**config.mk**
```make
export PLATFORM = sky130hd
export DESIGN_NAME = gga_position_parser_unit
export DESIGN_NICKNAME = d
export VERILOG_FILES = /design/src/rtl/gpp_pkg.sv /design/src/rtl/gpp_sentence_tracker.sv /design/src/rtl/gpp_deg_lane.sv /design/src/rtl/gga_position_parser_unit.sv
export SDC_FILE = /design/constraint.sdc
export NUM_CORES = 1
export LEC_CHECK = 0
export ABC_AREA = 1
export BUFFER_PORTS_ARGS = -buffer_cell sky130_fd_sc_hd__buf_4
export CAP_MARGIN = 10
export CELL_PAD_IN_SITES_DETAIL_PLACEMENT = 0
export CELL_PAD_IN_SITES_GLOBAL_PLACEMENT = 1
export CORE_ASPECT_RATIO = 0.9
export CORE_MARGIN = 5
export CORE_UTILIZATION = 55
export CTS_CLUSTER_DIAMETER = 200
export DETAILED_ROUTE_END_ITERATION = 8
export GPL_TIMING_DRIVEN = 0
export PLACE_DENSITY = 0.95
export SKIP_LAST_GASP = 1
export SYNTH_ARGS = -nofsm -noshare
export SYNTH_HDL_FRONTEND = slang
export SYNTH_SLANG_ARGS = --single-unit
```
**constraint.sdc**
```tcl
create_clock -name clk -period 11.5 [get_ports clk]
set_clock_uncertainty 0.05 [all_clocks]
set_input_delay 1.15 -clock clk [delete_from_list [all_inputs] [get_ports clk]]
set_output_delay 1.15 -clock clk [all_outputs]
set_load 0.005 [all_outputs]
```
**src/rtl/gpp_pkg.sv**
```systemverilog
//------------------------------------------------------------------------------
// gpp_pkg
// Shared types and field widths for the GGA position parser.
//------------------------------------------------------------------------------
`timescale 1ns / 1ps
`default_nettype none

package gpp_pkg;

  localparam int MIN_W     = 20;  // minutes accumulator, minutes times 10000
  localparam int LAT_DEG_W = 7;
  localparam int LON_DEG_W = 10;
  localparam int LAT_Q_W   = 15;
  localparam int LON_Q_W   = 18;

  typedef struct packed {
    logic [7:0] char_code;
    logic       end_of_sentence;
  } char_item_t;

  typedef struct packed {
    logic [LAT_Q_W-1:0] latitude_q8;
    logic [LON_Q_W-1:0] longitude_q8;
    logic               recognized;
    logic               format_error;
  } fix_item_t;

  // Coordinates captured at the end of a sentence; zeroed when not usable
  typedef struct packed {
    logic                 recognized;
    logic                 format_error;
    logic [LAT_DEG_W-1:0] lat_deg;
    logic [MIN_W-1:0]     lat_min;
    logic [LON_DEG_W-1:0] lon_deg;
    logic [MIN_W-1:0]     lon_min;
  } capture_t;

  // Stage loads for the conversion lanes
  typedef struct packed {
    logic load_prod;
    logic load_rem;
    logic load_out;
  } lane_ctrl_t;

endpackage

`default_nettype wire

```
**src/rtl/gpp_sentence_tracker.sv**
```systemverilog
//------------------------------------------------------------------------------
// gpp_sentence_tracker
// Follows the sentence one character at a time, checks the type field,
// collects the latitude and longitude digits and captures them at the end.
//------------------------------------------------------------------------------
`timescale 1ns / 1ps
`default_nettype none

module gpp_sentence_tracker (
  input  logic                  clk,
  input  logic                  rst,
  input  logic                  take,
  input  gpp_pkg::char_item_t   item,
  input  logic                  cap_adv,
  output logic                  cap_valid,
  output gpp_pkg::capture_t     cap
);
  import gpp_pkg::*;

  localparam logic [7:0] CHAR_COMMA = 8'h2C;
  localparam logic [7:0] CHAR_DOT   = 8'h2E;
  localparam logic [7:0] CHAR_0     = 8'h30;
  localparam logic [7:0] CHAR_9     = 8'h39;
  localparam logic [7:0] CHAR_A     = 8'h41;
  localparam logic [7:0] CHAR_G     = 8'h47;
  localparam logic [7:0] CHAR_P     = 8'h50;

  localparam logic [3:0] FIELD_TYPE     = 4'd0;
  localparam logic [3:0] FIELD_LAT      = 4'd2;
  localparam logic [3:0] FIELD_LON      = 4'd4;
  localparam logic [3:0] LAT_CLOSED     = 4'd3;
  localparam logic [3:0] LON_CLOSED     = 4'd5;
  localparam logic [3:0] COUNT_MAX      = 4'd15;
  localparam logic [2:0] TYPE_LEN       = 3'd5;
  localparam logic [3:0] LAT_LEN        = 4'd9;
  localparam logic [3:0] LON_LEN        = 4'd10;
  localparam logic [3:0] LAT_DEG_DIGITS = 4'd2;
  localparam logic [3:0] LON_DEG_DIGITS = 4'd3;
  localparam logic [3:0] LAT_DOT_POS    = 4'd4;
  localparam logic [3:0] LON_DOT_POS    = 4'd5;

  function automatic logic [7:0] type_char(input logic [2:0] idx);
    case (idx)
      3'd0:    return CHAR_G;
      3'd1:    return CHAR_P;
      3'd2:    return CHAR_G;
      3'd3:    return CHAR_G;
      3'd4:    return CHAR_A;
      default: return 8'h00;
    endcase
  endfunction

  logic [2:0]           type_match_index, type_match_index_next;
  logic                 type_ok, type_ok_next;
  logic [3:0]           comma_count, comma_count_next;
  logic [3:0]           field_char_count, field_char_count_next;
  logic [LAT_DEG_W-1:0] lat_degrees_acc, lat_degrees_acc_next;
  logic [MIN_W-1:0]     lat_minutes_acc, lat_minutes_acc_next;
  logic [LON_DEG_W-1:0] lon_degrees_acc, lon_degrees_acc_next;
  logic [MIN_W-1:0]     lon_minutes_acc, lon_minutes_acc_next;
  logic [1:0]           digit_error, digit_error_next;

  logic [7:0]  c;
  logic        is_digit;
  logic [3:0]  digit_val;
  logic [10:0] lat_deg_step;
  logic [13:0] lon_deg_step;
  logic [23:0] lat_min_step;
  logic [23:0] lon_min_step;
  logic        rec, lat_bad, lon_bad;
  capture_t    cap_next;

  assign c         = item.char_code;
  assign is_digit  = c inside {[CHAR_0:CHAR_9]};
  assign digit_val = is_digit ? 4'(c - CHAR_0) : 4'd0;

  assign lat_deg_step = 11'(lat_degrees_acc) * 11'd10 + 11'(digit_val);
  assign lon_deg_step = 14'(lon_degrees_acc) * 14'd10 + 14'(digit_val);
  assign lat_min_step = 24'(lat_minutes_acc) * 24'd10 + 24'(digit_val);
  assign lon_min_step = 24'(lon_minutes_acc) * 24'd10 + 24'(digit_val);

  always_comb begin
    type_match_index_next = type_match_index;
    type_ok_next          = type_ok;
    comma_count_next      = comma_count;
    field_char_count_next = field_char_count;
    lat_degrees_acc_next  = lat_degrees_acc;
    lat_minutes_acc_next  = lat_minutes_acc;
    lon_degrees_acc_next  = lon_degrees_acc;
    lon_minutes_acc_next  = lon_minutes_acc;
    digit_error_next      = digit_error;

    if (comma_count == FIELD_TYPE && field_char_count == 4'd0) begin
      // start mark: skip it, whatever it is
      field_char_count_next = 4'd1;
    end else if (c == CHAR_COMMA) begin
      if (comma_count == FIELD_TYPE && type_match_index != TYPE_LEN) begin
        type_ok_next = 1'b0;
      end
      if (comma_count == FIELD_LAT && field_char_count != LAT_LEN) begin
        digit_error_next[0] = 1'b1;
      end
      if (comma_count == FIELD_LON && field_char_count != LON_LEN) begin
        digit_error_next[1] = 1'b1;
      end
      if (comma_count != COUNT_MAX) begin
        comma_count_next = comma_count + 4'd1;
      end
      field_char_count_next = 4'd0;
    end else begin
      case (comma_count)
        FIELD_TYPE: begin
          if (type_match_index < TYPE_LEN && c == type_char(type_match_index)) begin
            type_match_index_next = type_match_index + 3'd1;
          end else begin
            type_ok_next = 1'b0;
          end
        end
        FIELD_LAT: begin
          if (field_char_count >= LAT_LEN) begin
            digit_error_next[0] = 1'b1;
          end else if (field_char_count == LAT_DOT_POS) begin
            if (c != CHAR_DOT) digit_error_next[0] = 1'b1;
          end else if (!is_digit) begin
            digit_error_next[0] = 1'b1;
          end else if (field_char_count < LAT_DEG_DIGITS) begin
            lat_degrees_acc_next = lat_deg_step[LAT_DEG_W-1:0];
          end else begin
            lat_minutes_acc_next = lat_min_step[MIN_W-1:0];
          end
        end
        FIELD_LON: begin
          if (field_char_count >= LON_LEN) begin
            digit_error_next[1] = 1'b1;
          end else if (field_char_count == LON_DOT_POS) begin
            if (c != CHAR_DOT) digit_error_next[1] = 1'b1;
          end else if (!is_digit) begin
            digit_error_next[1] = 1'b1;
          end else if (field_char_count < LON_DEG_DIGITS) begin
            lon_degrees_acc_next = lon_deg_step[LON_DEG_W-1:0];
          end else begin
            lon_minutes_acc_next = lon_min_step[MIN_W-1:0];
          end
        end
        default: ;
      endcase
      if (field_char_count != COUNT_MAX) begin
        field_char_count_next = field_char_count + 4'd1;
      end
    end
  end

  // Form the capture from the state after the final character
  always_comb begin
    rec     = type_ok_next && (comma_count_next != FIELD_TYPE);
    lat_bad = digit_error_next[0] || (comma_count_next < LAT_CLOSED);
    lon_bad = digit_error_next[1] || (comma_count_next < LON_CLOSED);
    cap_next.recognized   = rec;
    cap_next.format_error = rec && (lat_bad || lon_bad);
    cap_next.lat_deg      = (rec && !lat_bad) ? lat_degrees_acc_next : '0;
    cap_next.lat_min      = (rec && !lat_bad) ? lat_minutes_acc_next : '0;
    cap_next.lon_deg      = (rec && !lon_bad) ? lon_degrees_acc_next : '0;
    cap_next.lon_min      = (rec && !lon_bad) ? lon_minutes_acc_next : '0;
  end

  always_ff @(posedge clk) begin
    if (rst || (take && item.end_of_sentence)) begin
      type_match_index <= '0;
      type_ok          <= 1'b1;
      comma_count      <= '0;
      field_char_count <= '0;
      lat_degrees_acc  <= '0;
      lat_minutes_acc  <= '0;
      lon_degrees_acc  <= '0;
      lon_minutes_acc  <= '0;
      digit_error      <= '0;
    end else if (take) begin
      type_match_index <= type_match_index_next;
      type_ok          <= type_ok_next;
      comma_count      <= comma_count_next;
      field_char_count <= field_char_count_next;
      lat_degrees_acc  <= lat_degrees_acc_next;
      lat_minutes_acc  <= lat_minutes_acc_next;
      lon_degrees_acc  <= lon_degrees_acc_next;
      lon_minutes_acc  <= lon_minutes_acc_next;
      digit_error      <= digit_error_next;
    end
  end

  always_ff @(posedge clk) begin
    if (rst) begin
      cap_valid <= 1'b0;
    end else if (take && item.end_of_sentence) begin
      cap_valid <= 1'b1;
    end else if (cap_adv) begin
      cap_valid <= 1'b0;
    end
  end

  always_ff @(posedge clk) begin
    if (take && item.end_of_sentence) begin
      cap <= cap_next;
    end
  end

endmodule

`default_nettype wire

```
**src/rtl/gpp_deg_lane.sv**
```systemverilog
//------------------------------------------------------------------------------
// gpp_deg_lane
// Converts degrees plus minutes (times 10000) to fixed-point degrees:
// deg * 2^F + floor(min * 2^F / 600000), by reciprocal multiply and one
// remainder correction over three registered stages.
//------------------------------------------------------------------------------
`timescale 1ns / 1ps
`default_nettype none

module gpp_deg_lane #(
  parameter int FRACTION_BITS = 8,
  parameter int DEG_W         = 7,
  parameter int OUT_W         = 15
) (
  input  logic                              clk,
  input  gpp_pkg::lane_ctrl_t               ctrl,
  input  logic [DEG_W-1:0]                  deg,
  input  logic [gpp_pkg::MIN_W-1:0]         minutes,
  output logic [OUT_W-1:0]                  q
);
  import gpp_pkg::*;

  // 600000 = 2^6 * 9375: drop the power of two first, then divide by 9375
  localparam int MINUTE_SHIFT = 6;
  localparam int DIVISOR      = 9375;
  localparam int DIV_W        = $clog2(DIVISOR);
  localparam int NW           = MIN_W + FRACTION_BITS;
  localparam int MW           = NW - MINUTE_SHIFT;
  localparam int QW           = MW - DIV_W + 1;
  localparam int REM_W        = DIV_W + 1;
  localparam int SUM_W        = DEG_W + FRACTION_BITS + OUT_W + 1;
  localparam logic [QW-1:0] RECIP = QW'(((64'd1 << MW) / 64'(DIVISOR)));

  logic [NW-1:0]       n;
  logic [MW-1:0]       m;
  logic [MW:0]         m_x;
  logic [MW+QW-1:0]    prod_q;
  logic [QW+DIV_W-1:0] prod_back;
  logic                round_up;
  logic [SUM_W-1:0]    total;

  logic [DEG_W-1:0]    prod_deg;
  logic [QW-1:0]       prod_qest;
  logic [REM_W-1:0]    prod_mlow;
  logic [DEG_W-1:0]    rem_deg;
  logic [QW-1:0]       rem_qest;
  logic [REM_W-1:0]    rem_low;

  assign n      = NW'(minutes) << FRACTION_BITS;
  assign m      = n[NW-1:MINUTE_SHIFT];
  assign m_x    = {1'b0, m};
  assign prod_q = (MW+QW)'(m) * (MW+QW)'(RECIP);

  // quotient estimate is exact or one low
  always_ff @(posedge clk) begin
    if (ctrl.load_prod) begin
      prod_deg  <= deg;
      prod_qest <= prod_q[MW+QW-1:MW];
      prod_mlow <= m_x[REM_W-1:0];
    end
  end

  // remainder is below twice the divisor, so its low bits suffice
  assign prod_back = (QW+DIV_W)'(prod_qest) * (QW+DIV_W)'(DIVISOR);

  always_ff @(posedge clk) begin
    if (ctrl.load_rem) begin
      rem_deg  <= prod_deg;
      rem_qest <= prod_qest;
      rem_low  <= prod_mlow - prod_back[REM_W-1:0];
    end
  end

  assign round_up = rem_low >= REM_W'(DIVISOR);
  assign total    = (SUM_W'(rem_deg) << FRACTION_BITS) + SUM_W'(rem_qest)
                  + SUM_W'(round_up);

  always_ff @(posedge clk) begin
    if (ctrl.load_out) begin
      q <= total[OUT_W-1:0];
    end
  end

endmodule

`default_nettype wire

```
**src/rtl/gga_position_parser_unit.sv**
```systemverilog
//------------------------------------------------------------------------------
// gga_position_parser_unit
// GGA sentence parser: one character per transaction in, one position fix
// per sentence out.
//------------------------------------------------------------------------------
// Channel  Direction  Handshake               Payload
// char     in         char_valid / char_ready  gpp_pkg::char_item_t
// fix      out        fix_valid  / fix_ready   gpp_pkg::fix_item_t
//
// One character is taken per cycle while char_ready is high. The fix for a
// sentence passes through the capture register, reciprocal multiply,
// remainder correction and output register after its final character is taken.
// Reset clears the parse state and every stage valid.
// Stages move independently; char_ready drops only when all four stages
// hold a fix and fix_ready is low.
//------------------------------------------------------------------------------
`timescale 1ns / 1ps
`default_nettype none

module gga_position_parser_unit #(
  parameter int FRACTION_BITS = 8
) (
  input  logic                 clk,
  input  logic                 rst,
  input  logic                 char_valid,
  output logic                 char_ready,
  input  gpp_pkg::char_item_t  char_data,
  output logic                 fix_valid,
  input  logic                 fix_ready,
  output gpp_pkg::fix_item_t   fix_data
);
  import gpp_pkg::*;

  logic       cap_valid, prod_valid, rem_valid, out_valid;
  logic       cap_adv, prod_adv, rem_adv, out_adv;
  logic       prod_rec, prod_fe, rem_rec, rem_fe, out_rec, out_fe;
  logic       take;
  capture_t   cap;
  lane_ctrl_t ctrl;
  logic [LAT_Q_W-1:0] lat_q;
  logic [LON_Q_W-1:0] lon_q;

  assign out_adv  = out_valid && fix_ready;
  assign rem_adv  = rem_valid && (!out_valid || out_adv);
  assign prod_adv = prod_valid && (!rem_valid || rem_adv);
  assign cap_adv  = cap_valid && (!prod_valid || prod_adv);

  assign char_ready = !cap_valid || cap_adv;
  assign take       = char_valid && char_ready;

  assign ctrl.load_prod = cap_adv;
  assign ctrl.load_rem  = prod_adv;
  assign ctrl.load_out  = rem_adv;

  gpp_sentence_tracker u_tracker (
    .clk       (clk),
    .rst       (rst),
    .take      (take),
    .item      (char_data),
    .cap_adv   (cap_adv),
    .cap_valid (cap_valid),
    .cap       (cap)
  );

  gpp_deg_lane #(
    .FRACTION_BITS (FRACTION_BITS),
    .DEG_W         (LAT_DEG_W),
    .OUT_W         (LAT_Q_W)
  ) u_lat_lane (
    .clk     (clk),
    .ctrl    (ctrl),
    .deg     (cap.lat_deg),
    .minutes (cap.lat_min),
    .q       (lat_q)
  );

  gpp_deg_lane #(
    .FRACTION_BITS (FRACTION_BITS),
    .DEG_W         (LON_DEG_W),
    .OUT_W         (LON_Q_W)
  ) u_lon_lane (
    .clk     (clk),
    .ctrl    (ctrl),
    .deg     (cap.lon_deg),
    .minutes (cap.lon_min),
    .q       (lon_q)
  );

  always_ff @(posedge clk) begin
    if (rst) begin
      prod_valid <= 1'b0;
      rem_valid  <= 1'b0;
      out_valid  <= 1'b0;
    end else begin
      if (cap_adv)       prod_valid <= 1'b1;
      else if (prod_adv) prod_valid <= 1'b0;
      if (prod_adv)      rem_valid  <= 1'b1;
      else if (rem_adv)  rem_valid  <= 1'b0;
      if (rem_adv)       out_valid  <= 1'b1;
      else if (out_adv)  out_valid  <= 1'b0;
    end
  end

  // carry the flags alongside the lanes
  always_ff @(posedge clk) begin
    if (cap_adv) begin
      prod_rec <= cap.recognized;
      prod_fe  <= cap.format_error;
    end
    if (prod_adv) begin
      rem_rec <= prod_rec;
      rem_fe  <= prod_fe;
    end
    if (rem_adv) begin
      out_rec <= rem_rec;
      out_fe  <= rem_fe;
    end
  end

  assign fix_valid             = out_valid;
  assign fix_data.latitude_q8  = lat_q;
  assign fix_data.longitude_q8 = lon_q;
  assign fix_data.recognized   = out_rec;
  assign fix_data.format_error = out_fe;

endmodule

`default_nettype wire

```
==> impl_metrics.env, run 1 <==
export IMPL_arrival_ns=5.29
export IMPL_synth_edf_count=222
export IMPL_setup_violations=0
export IMPL_critical_path_class="reg -> reg"
export IMPL_cts_made_buffers=31
export IMPL_viasPerCell=5.26
export IMPL_p_sw_mw=3.18
export IMPL_clockBufferDepth=3
export IMPL_die_x_um=244
export IMPL_ys_seq_area_share_pct=30.2
export IMPL_clkPwrFrac_pct=14.3
export IMPL_startpoint_type="register"
export IMPL_htreeDepth=1
export IMPL_drv_cap=0
export IMPL_io_pin_count=50
export IMPL_p_sw_share_pct=43.8
export IMPL_cp_end_kind="register"
export IMPL_wl_um=58400
export IMPL_grt_max_degree=38
export IMPL_final_nets=3646
export IMPL_min_period_over_period_pct=43.6
export IMPL_die_y_um=221
export IMPL_cts_num_sinks=297
export IMPL_drt_iter0_drc=1352
export IMPL_synth_cells=2982
export IMPL_synth_avg_cell_area_um2=9.08
export IMPL_peakVddDrop_mv=0.472
export IMPL_grt_overflow=0
export IMPL_grt_pass1_wl_um=97700
export IMPL_synth_area_um2=27100
export IMPL_cp_required_ns=11.78
export IMPL_clock_root_buffer="clkbuf_16"
export IMPL_p_leak_nw=14.4
export IMPL_dp_hpwl_um=48000
export IMPL_slew_violations=0
export IMPL_fin_crit_ns=5.01
export IMPL_critPathMaxFanout=7
export IMPL_fmax_ghz=0.200
export IMPL_synth_largest_area_cell="edfxtp_1"
export IMPL_p_seq_share_pct=22.0
export IMPL_vias=19600
export IMPL_syn_nets=3561
export IMPL_finalPower_mw=7.26
export IMPL_synthTopCellsByCount="inv_1, nand2_1, ha_1"
export IMPL_slew_headroom_pct=38.3
export IMPL_die_area_um2=53800
export IMPL_synth_warnings=0
export IMPL_yosysMostFrequentCell="inv_1"
export IMPL_synth_top_area_share_pct=24.6
export IMPL_setup_ws_ns=6.49
export IMPL_finalNonFillerCells=3724
export IMPL_antenna_found_initial=0
export IMPL_area_growth_pct=8.43
export IMPL_wl_per_cell_um=15.7
export IMPL_hold_path_class="reg -> reg"
export IMPL_dp_cells=3666
export IMPL_grt_pass1_vias=19600
export IMPL_ys_seq_elements=297
export IMPL_place_congestion=0.927
export IMPL_post_place_ws_ns=6.47
export IMPL_worst_pin_slew_ns=0.923
export IMPL_initial_core_util_pct=55.3
export IMPL_p_comb_share_pct=63.7
export IMPL_clk_pin_slew_ns=0.06
export IMPL_internal_power_mw=4.08
export IMPL_async_reset_ff_share_pct=0
export IMPL_num_fill_cells=4031
export IMPL_tritoncts="done"
export IMPL_power_density_nw_per_um2=247
export IMPL_core_area_um2=48900
export IMPL_status="complete, no violations"
export IMPL_diodes=0
export IMPL_final_antenna_net_count=0
export IMPL_ys_top_cells_by_area="edfxtp_1, fa_1, ha_1"
export IMPL_synthFlopType="edfxtp_1"
export IMPL_ctsHoldBuffers=0
export IMPL_yosysUniqueCellTypes=58
export IMPL_cts_repair_resized=0
export IMPL_drc_errors=0
export IMPL_drive_gt1_share_pct=5.98
export IMPL_grt_setup_unrepaired="no"
export IMPL_clock_latency_ns=0.58
export IMPL_core_rowCount=77
export IMPL_firstDrtPassIters=6
export IMPL_final_setup_tns_ns=0
export IMPL_hold_viol_final=0
export IMPL_grt_use_total_pct=22.0
export IMPL_portBuffers=49
export IMPL_post_cts_setup_buffers=0
cell type report:
cell class / count / area, um2 / share of cell area [%]
Inverter: 736 / 2770 / 9.43
Buffer: 33 / 174 / 0.592
Clock buffer: 40 / 830 / 2.82
Multi-Input combinational cell: 1916 / 16000 / 54.4
Timing Repair Buffer: 52 / 428 / 1.46
Tap cell: 632 / 791 / 2.69
Sequential cell: 297 / 8170 / 27.8
Clock inverter: 18 / 228 / 0.775
registers in the layout, summed over array words and instances, names as in the netlist, 2 cells and up:
name and cells:
u_tracker.digit_error 2, u_lon_lane.rem_qest 8, u_lon_lane.q 18, u_lat_lane.rem_qest 8
u_tracker.type_match_index 3, u_tracker.lon_degrees_acc 10, u_lon_lane.prod_deg 10, u_lon_lane.rem_deg 10
u_lon_lane.prod_qest 9, u_lat_lane.prod_qest 9, u_lat_lane.q 15, u_lat_lane.rem_low 15
u_tracker.lat_minutes_acc 20, u_tracker.lat_degrees_acc 7, u_lat_lane.prod_mlow 13, u_lat_lane.prod_deg 7
u_tracker.comma_count 4, u_lat_lane.rem_deg 7, u_tracker.cap 59, u_lon_lane.prod_mlow 13
u_lon_lane.rem_low 15, u_tracker.field_char_count 4, u_tracker.lon_minutes_acc 20
worst paths after layout:
check                               startpoint                                to  slack [ns]  cells after the start
max          u_lon_lane.prod_qest[1]$_DFFE_PP_  u_lon_lane.rem_low[14]$_DFFE_PP_        6.49                     19
min           u_lon_lane.prod_deg[6]$_DFFE_PP_   u_lon_lane.rem_deg[6]$_DFFE_PP_        0.37                      0
max reg2reg  u_lon_lane.prod_qest[1]$_DFFE_PP_  u_lon_lane.rem_low[14]$_DFFE_PP_        6.49                     19
min reg2reg   u_lon_lane.prod_deg[6]$_DFFE_PP_   u_lon_lane.rem_deg[6]$_DFFE_PP_        0.37                      0
power by group through the flow:
stage	combinational [mW]	sequential, mW	clock [mW]
2_1_floorplan	3.72	1.59	0
3_3_place_gp	4.44	1.62	0
3_5_place_dp	4.62	1.62	0
4_1_cts	4.66	1.60	1.05
5_1_grt	5.43	1.61	1.09
6_report	4.63	1.60	1.04
critical path, cell delays in order, from the launching register on:
cell      delay [ns]
edfxtp_1        0.55
inv_1           0.25
fa_1            0.45
inv_1           0.11
fa_1            0.43
ha_1            0.32
fa_1            0.53
inv_1           0.05
fa_1            0.45
ha_1            0.36
a21o_1          0.17
a21oi_1         0.20
o21ai_0         0.16
a21oi_1         0.15
o21bai_1        0.10
nand2_1         0.07
nand2_1         0.08
nand2_1         0.06
nand2_1         0.06
xor2_1          0.14
metal layers:
metal	track usage (%)	share of wire (%)	vias up	wire length (um)
li1	-	-	9661	-
met2	35.8	45	506	26200
met4	4.38	2.0	0	1190
met5	0.178	0	-	0
met3	2.81	5.7	88	3340
met1	32.3	47	9323	27700
kinds of logic (layout without fill, tap and decap cells):
group | count (synthesis) | count (layout) | share of synthesized area, %
AO/OA/AOI/OAI | 373 | 373 | 7.70
XOR/XNOR | 124 | 124 | 4.04
adder cells (fa/ha/maj) | 566 | 566 | 33.0
buffers and inverters | 769 | 879 | 10.9
flip-flops | 297 | 297 | 30.2
multiplexers | 5 | 5 | 0.185
AND/OR/NAND/NOR | 848 | 848 | 14.0
per-stage QoR:
step / hold slack, ns / area (um2) / utilization [%]
floorplan: 0.350 / 27100 / -
global placement: 0.356 / 28200 / 57.7
detailed placement: 0.355 / 28300 / 57.8
CTS: 0.370 / 29400 / 60.0
global route: 0.373 / 29400 / 60.0
finish: 0.367 / 29400 / 60.0
cell usage in the layout, fill, tap and decap left out, drive strengths merged, types with 5 or more instances in the layout:
cell type	count
a21o	12
nand3b	8
ha	318
mux2i	5
xor2	75
nand3	125
nor2	190
edfxtp	222
buf	72
a21oi	159
or2	11
o21ai	132
xnor2	49
nor3	28
dfxtp	75
a211oi	9
o21a	10
inv	736
nand2	435
fa	248
o22ai	5
o211ai	20
nor4	5
clkinv	12
nand4	38
a31oi	7
clkbuf	53
o21bai	8
Power figures use the tool's default switching activity.
==> run 2, diff against run 1 <==
Settings changed: ABC_AREA 1 to 0, CORE_UTILIZATION 55 to 47, PLACE_DENSITY 0.95 to 0.89.
Clock period 11.5 ns to 4.4 ns, I/O delays scaled along.
==> run 2 against run 1 <==
- the run now ends with negative setup slack left
- wire length down 1.6%
- first-iteration DRC count decreased by 19%
- setup slack lost 7.1 ns
- sequential power grew to 2.5 times the previous value
- fmax grew 0.42%
- largest cell class unchanged
- highest routed layer unchanged
==> impl_metrics.env, run 2 <==
export IMPL_status="finished, violations left"
export IMPL_violations="negative setup slack"
export IMPL_portBuffers=48
export IMPL_yosysUniqueCellTypes=91
export IMPL_synth_simple_gate_area_share_pct=9.81
export IMPL_wl_per_cell_um=16.8
export IMPL_yosysMostFrequentCell="inv_1"
export IMPL_layout_common_cells="inv_1, ha_1, fa_1"
export IMPL_num_fill_cells=4462
export IMPL_synth_avg_cell_area_um2=10.4
export IMPL_final_common_cell="inv_1"
export IMPL_synthAdderAreaFrac_pct=34.5
export IMPL_synth_area_um2=26000
export IMPL_die_y_um=233
export IMPL_cpMaxStageDelayCell="fa_1"
export IMPL_cts_num_sinks=297
export IMPL_fin_util_pct=54.9
export IMPL_worst_pin_slew_ns=0.998
export IMPL_critPathBufInv=4
export IMPL_grt_use_total_pct=18.7
export IMPL_ys_top_cells_by_area="edfxtp_1, fa_1, ha_1"
export IMPL_drive_gt1_share_pct=15.5
export IMPL_dp_cells=3248
export IMPL_grt_pass1_vias=18300
export IMPL_cp_end_kind="register"
export IMPL_cp_required_ns=4.69
export IMPL_async_reset_ff_share_pct=0
export IMPL_vias=18000
export IMPL_die_x_um=258
export IMPL_place_congestion=0.920
export IMPL_largest_reg_flops=59
export IMPL_diodes=0
export IMPL_drc_errors=0
export IMPL_final_antenna_net_count=0
export IMPL_final_nets=3266
export IMPL_antenna_found_initial=0
export IMPL_critical_path_class="reg -> reg"
export IMPL_crit_path_cell_trace="inv_2 > fa_1 > inv_2 > fa_1 > inv_1 > fa_1 > fa_1 > inv_1 > ha_1 > o21ai_2 > nor2_4 > nand2_1 > o221ai_2 > a221o_1 > o211a_1 > o21a_1 > o21ai_2 > nand2b_1 > xnor2_1"
export IMPL_synthXorXnorAreaFrac_pct=5.69
export IMPL_drv_cap=0
export IMPL_synth_cells=2491
export IMPL_finalNonFillerCells=3416
export IMPL_wl_um=57500
export IMPL_firstDrtPassIters=5
export IMPL_cp_common_cell="fa_1"
export IMPL_drt_iter0_drc=1089
export IMPL_hold_path_class="in -> reg"
export IMPL_initial_core_util_pct=47.6
export IMPL_reg_largest_list="u_tracker.cap x59, u_tracker.lat_minutes_acc x20, u_tracker.lon_minutes_acc x20"
export IMPL_grt_setup_unrepaired="yes"
export IMPL_clock_latency_ns=0.59
export IMPL_fin_crit_ns=4.99
export IMPL_fmax_ghz=0.200
export IMPL_finalPower_mw=23.2
export IMPL_area_growth_pct=15.2
export IMPL_clockBufferDepth=3
export IMPL_clk_pin_slew_ns=0.06
export IMPL_startpoint_type="register"
export IMPL_grt_pass1_wl_um=93100
export IMPL_ys_seq_elements=297
export IMPL_peakVddDrop_mv=1.45
export IMPL_core_rowCount=81
export IMPL_final_setup_tns_ns=-6.07
export IMPL_clock_root_buffer="clkbuf_16"
export IMPL_p_leak_nw=13.2
export IMPL_syn_nets=3070
export IMPL_min_period_over_period_pct=113
export IMPL_synth_compound_area_share_pct=9.36
export IMPL_viasPerCell=5.26
export IMPL_grt_overflow=0
export IMPL_slowest_delay_ns=0.56
export IMPL_synth_largest_area_cell="edfxtp_1"
export IMPL_hold_viol_final=0
export IMPL_io_pin_count=50
export IMPL_critPathMaxFanout=3
export IMPL_synthFlopType="edfxtp_1"
export IMPL_setup_violations=22
export IMPL_dp_hpwl_um=43900
export IMPL_arrival_ns=5.28
export IMPL_synth_warnings=0
export IMPL_grt_max_degree=37
export IMPL_synth_edf_count=222
export IMPL_synth_top_area_share_pct=25.6
export IMPL_finalHoldWorstSlack_ns=0.0611
export IMPL_slew_violations=0
export IMPL_setup_ws_ns=-0.588
export IMPL_ys_seq_area_share_pct=31.4
export IMPL_regMostFlops="u_tracker.cap"
export IMPL_tritoncts="done"
export IMPL_power_density_nw_per_um2=772
export IMPL_synth_area_mux_share_pct=1.35
export IMPL_synth_top_family_by_area="adder cells"
export IMPL_cts_made_buffers=30
export IMPL_critPathTopFamily="adder cells"
export IMPL_core_area_um2=54600
export IMPL_htreeDepth=1
export IMPL_synthTopCellsByCount="inv_1, ha_1, fa_1"
export IMPL_die_area_um2=60200
export IMPL_slew_headroom_pct=32.9
run 2: kinds of logic (layout without fill, tap and decap cells):
group                      Yosys count  after routing
AOI/OAI and AO/OA                  365            365
and+or+nand+nor                    516            516
adders and majority gates          569            569
buffers and inverters              540            760
xor gates and xnor gates           169            169
DFF                                297            297
muxes                               35             35
run 2: what timing repair did:
action | CTS | global route
pin swaps | 65 | 85
setup buffers | 87 | 32
endpoints found under the setup margin | 32 | 28
hold buffers | 0 | 0
resized for setup | 78 | 68
run 2: power by group:
group	switching [mW]	internal, mW	leakage, nW
clock network	1.09	1.65	0.517
logic	8.27	8.11	10.1
registers	0.0903	3.96	2.64
run 2: layer usage:
| metal | track usage, % | vias to the layer above | part of all wire (%) |
|---|---|---|---|
| met5 | 0 | - | 0 |
| li1 | - | 8687 | - |
| met4 | 3.57 | 0 | 2.0 |
| met3 | 3.02 | 86 | 5.0 |
| met2 | 30.6 | 399 | 46 |
| met1 | 26.8 | 8809 | 47 |
run 2: final timing paths:
check,slack [ns],depth (start not counted),endpoint,from
setup / recovery,-0.59,19,u_lon_lane.prod_qest[8]$_DFFE_PP_,u_tracker.cap[7]$_SDFFCE_PN0P_
hold / removal,0.06,2,u_tracker.cap_valid$_SDFFE_PP0P_,rst
setup reg to reg,-0.59,19,u_lon_lane.prod_qest[8]$_DFFE_PP_,u_tracker.cap[7]$_SDFFCE_PN0P_
hold reg to reg,0.34,0,u_lat_lane.rem_deg[5]$_DFFE_PP_,u_lat_lane.prod_deg[5]$_DFFE_PP_
run 2: stage by stage:
stage          instance area (um2)  setup slack (ns)
2_1_floorplan                26200            -0.382
3_3_place_gp                 27400            -0.904
3_5_place_dp                 27500            -0.923
4_1_cts                      29500            -0.548
5_1_grt                      30000            -0.746
6_report                     30000            -0.588
run 2: final cells by class:
class	count	area [um2]	share of cell area, %
Multi-Input combinational cell	1654	16500	55.0
Clock buffer	39	805	2.68
Buffer	55	243	0.809
Sequential cell	297	8170	27.2
Tap cell	705	882	2.94
Inverter	485	1820	6.08
Clock inverter	17	267	0.889
Timing Repair Buffer	164	1320	4.38
run 2: worst register-to-register path: cells and delay by family (launching register included):
family | cells | cell delay, ns
adders and majority gates | 5 | 2.36
AOI/OAI and AO/OA | 6 | 1.35
DFF | 1 | 0.41
buffers and inverters | 4 | 0.27
and+or+nand+nor | 3 | 0.21
xor gates and xnor gates | 1 | 0.12
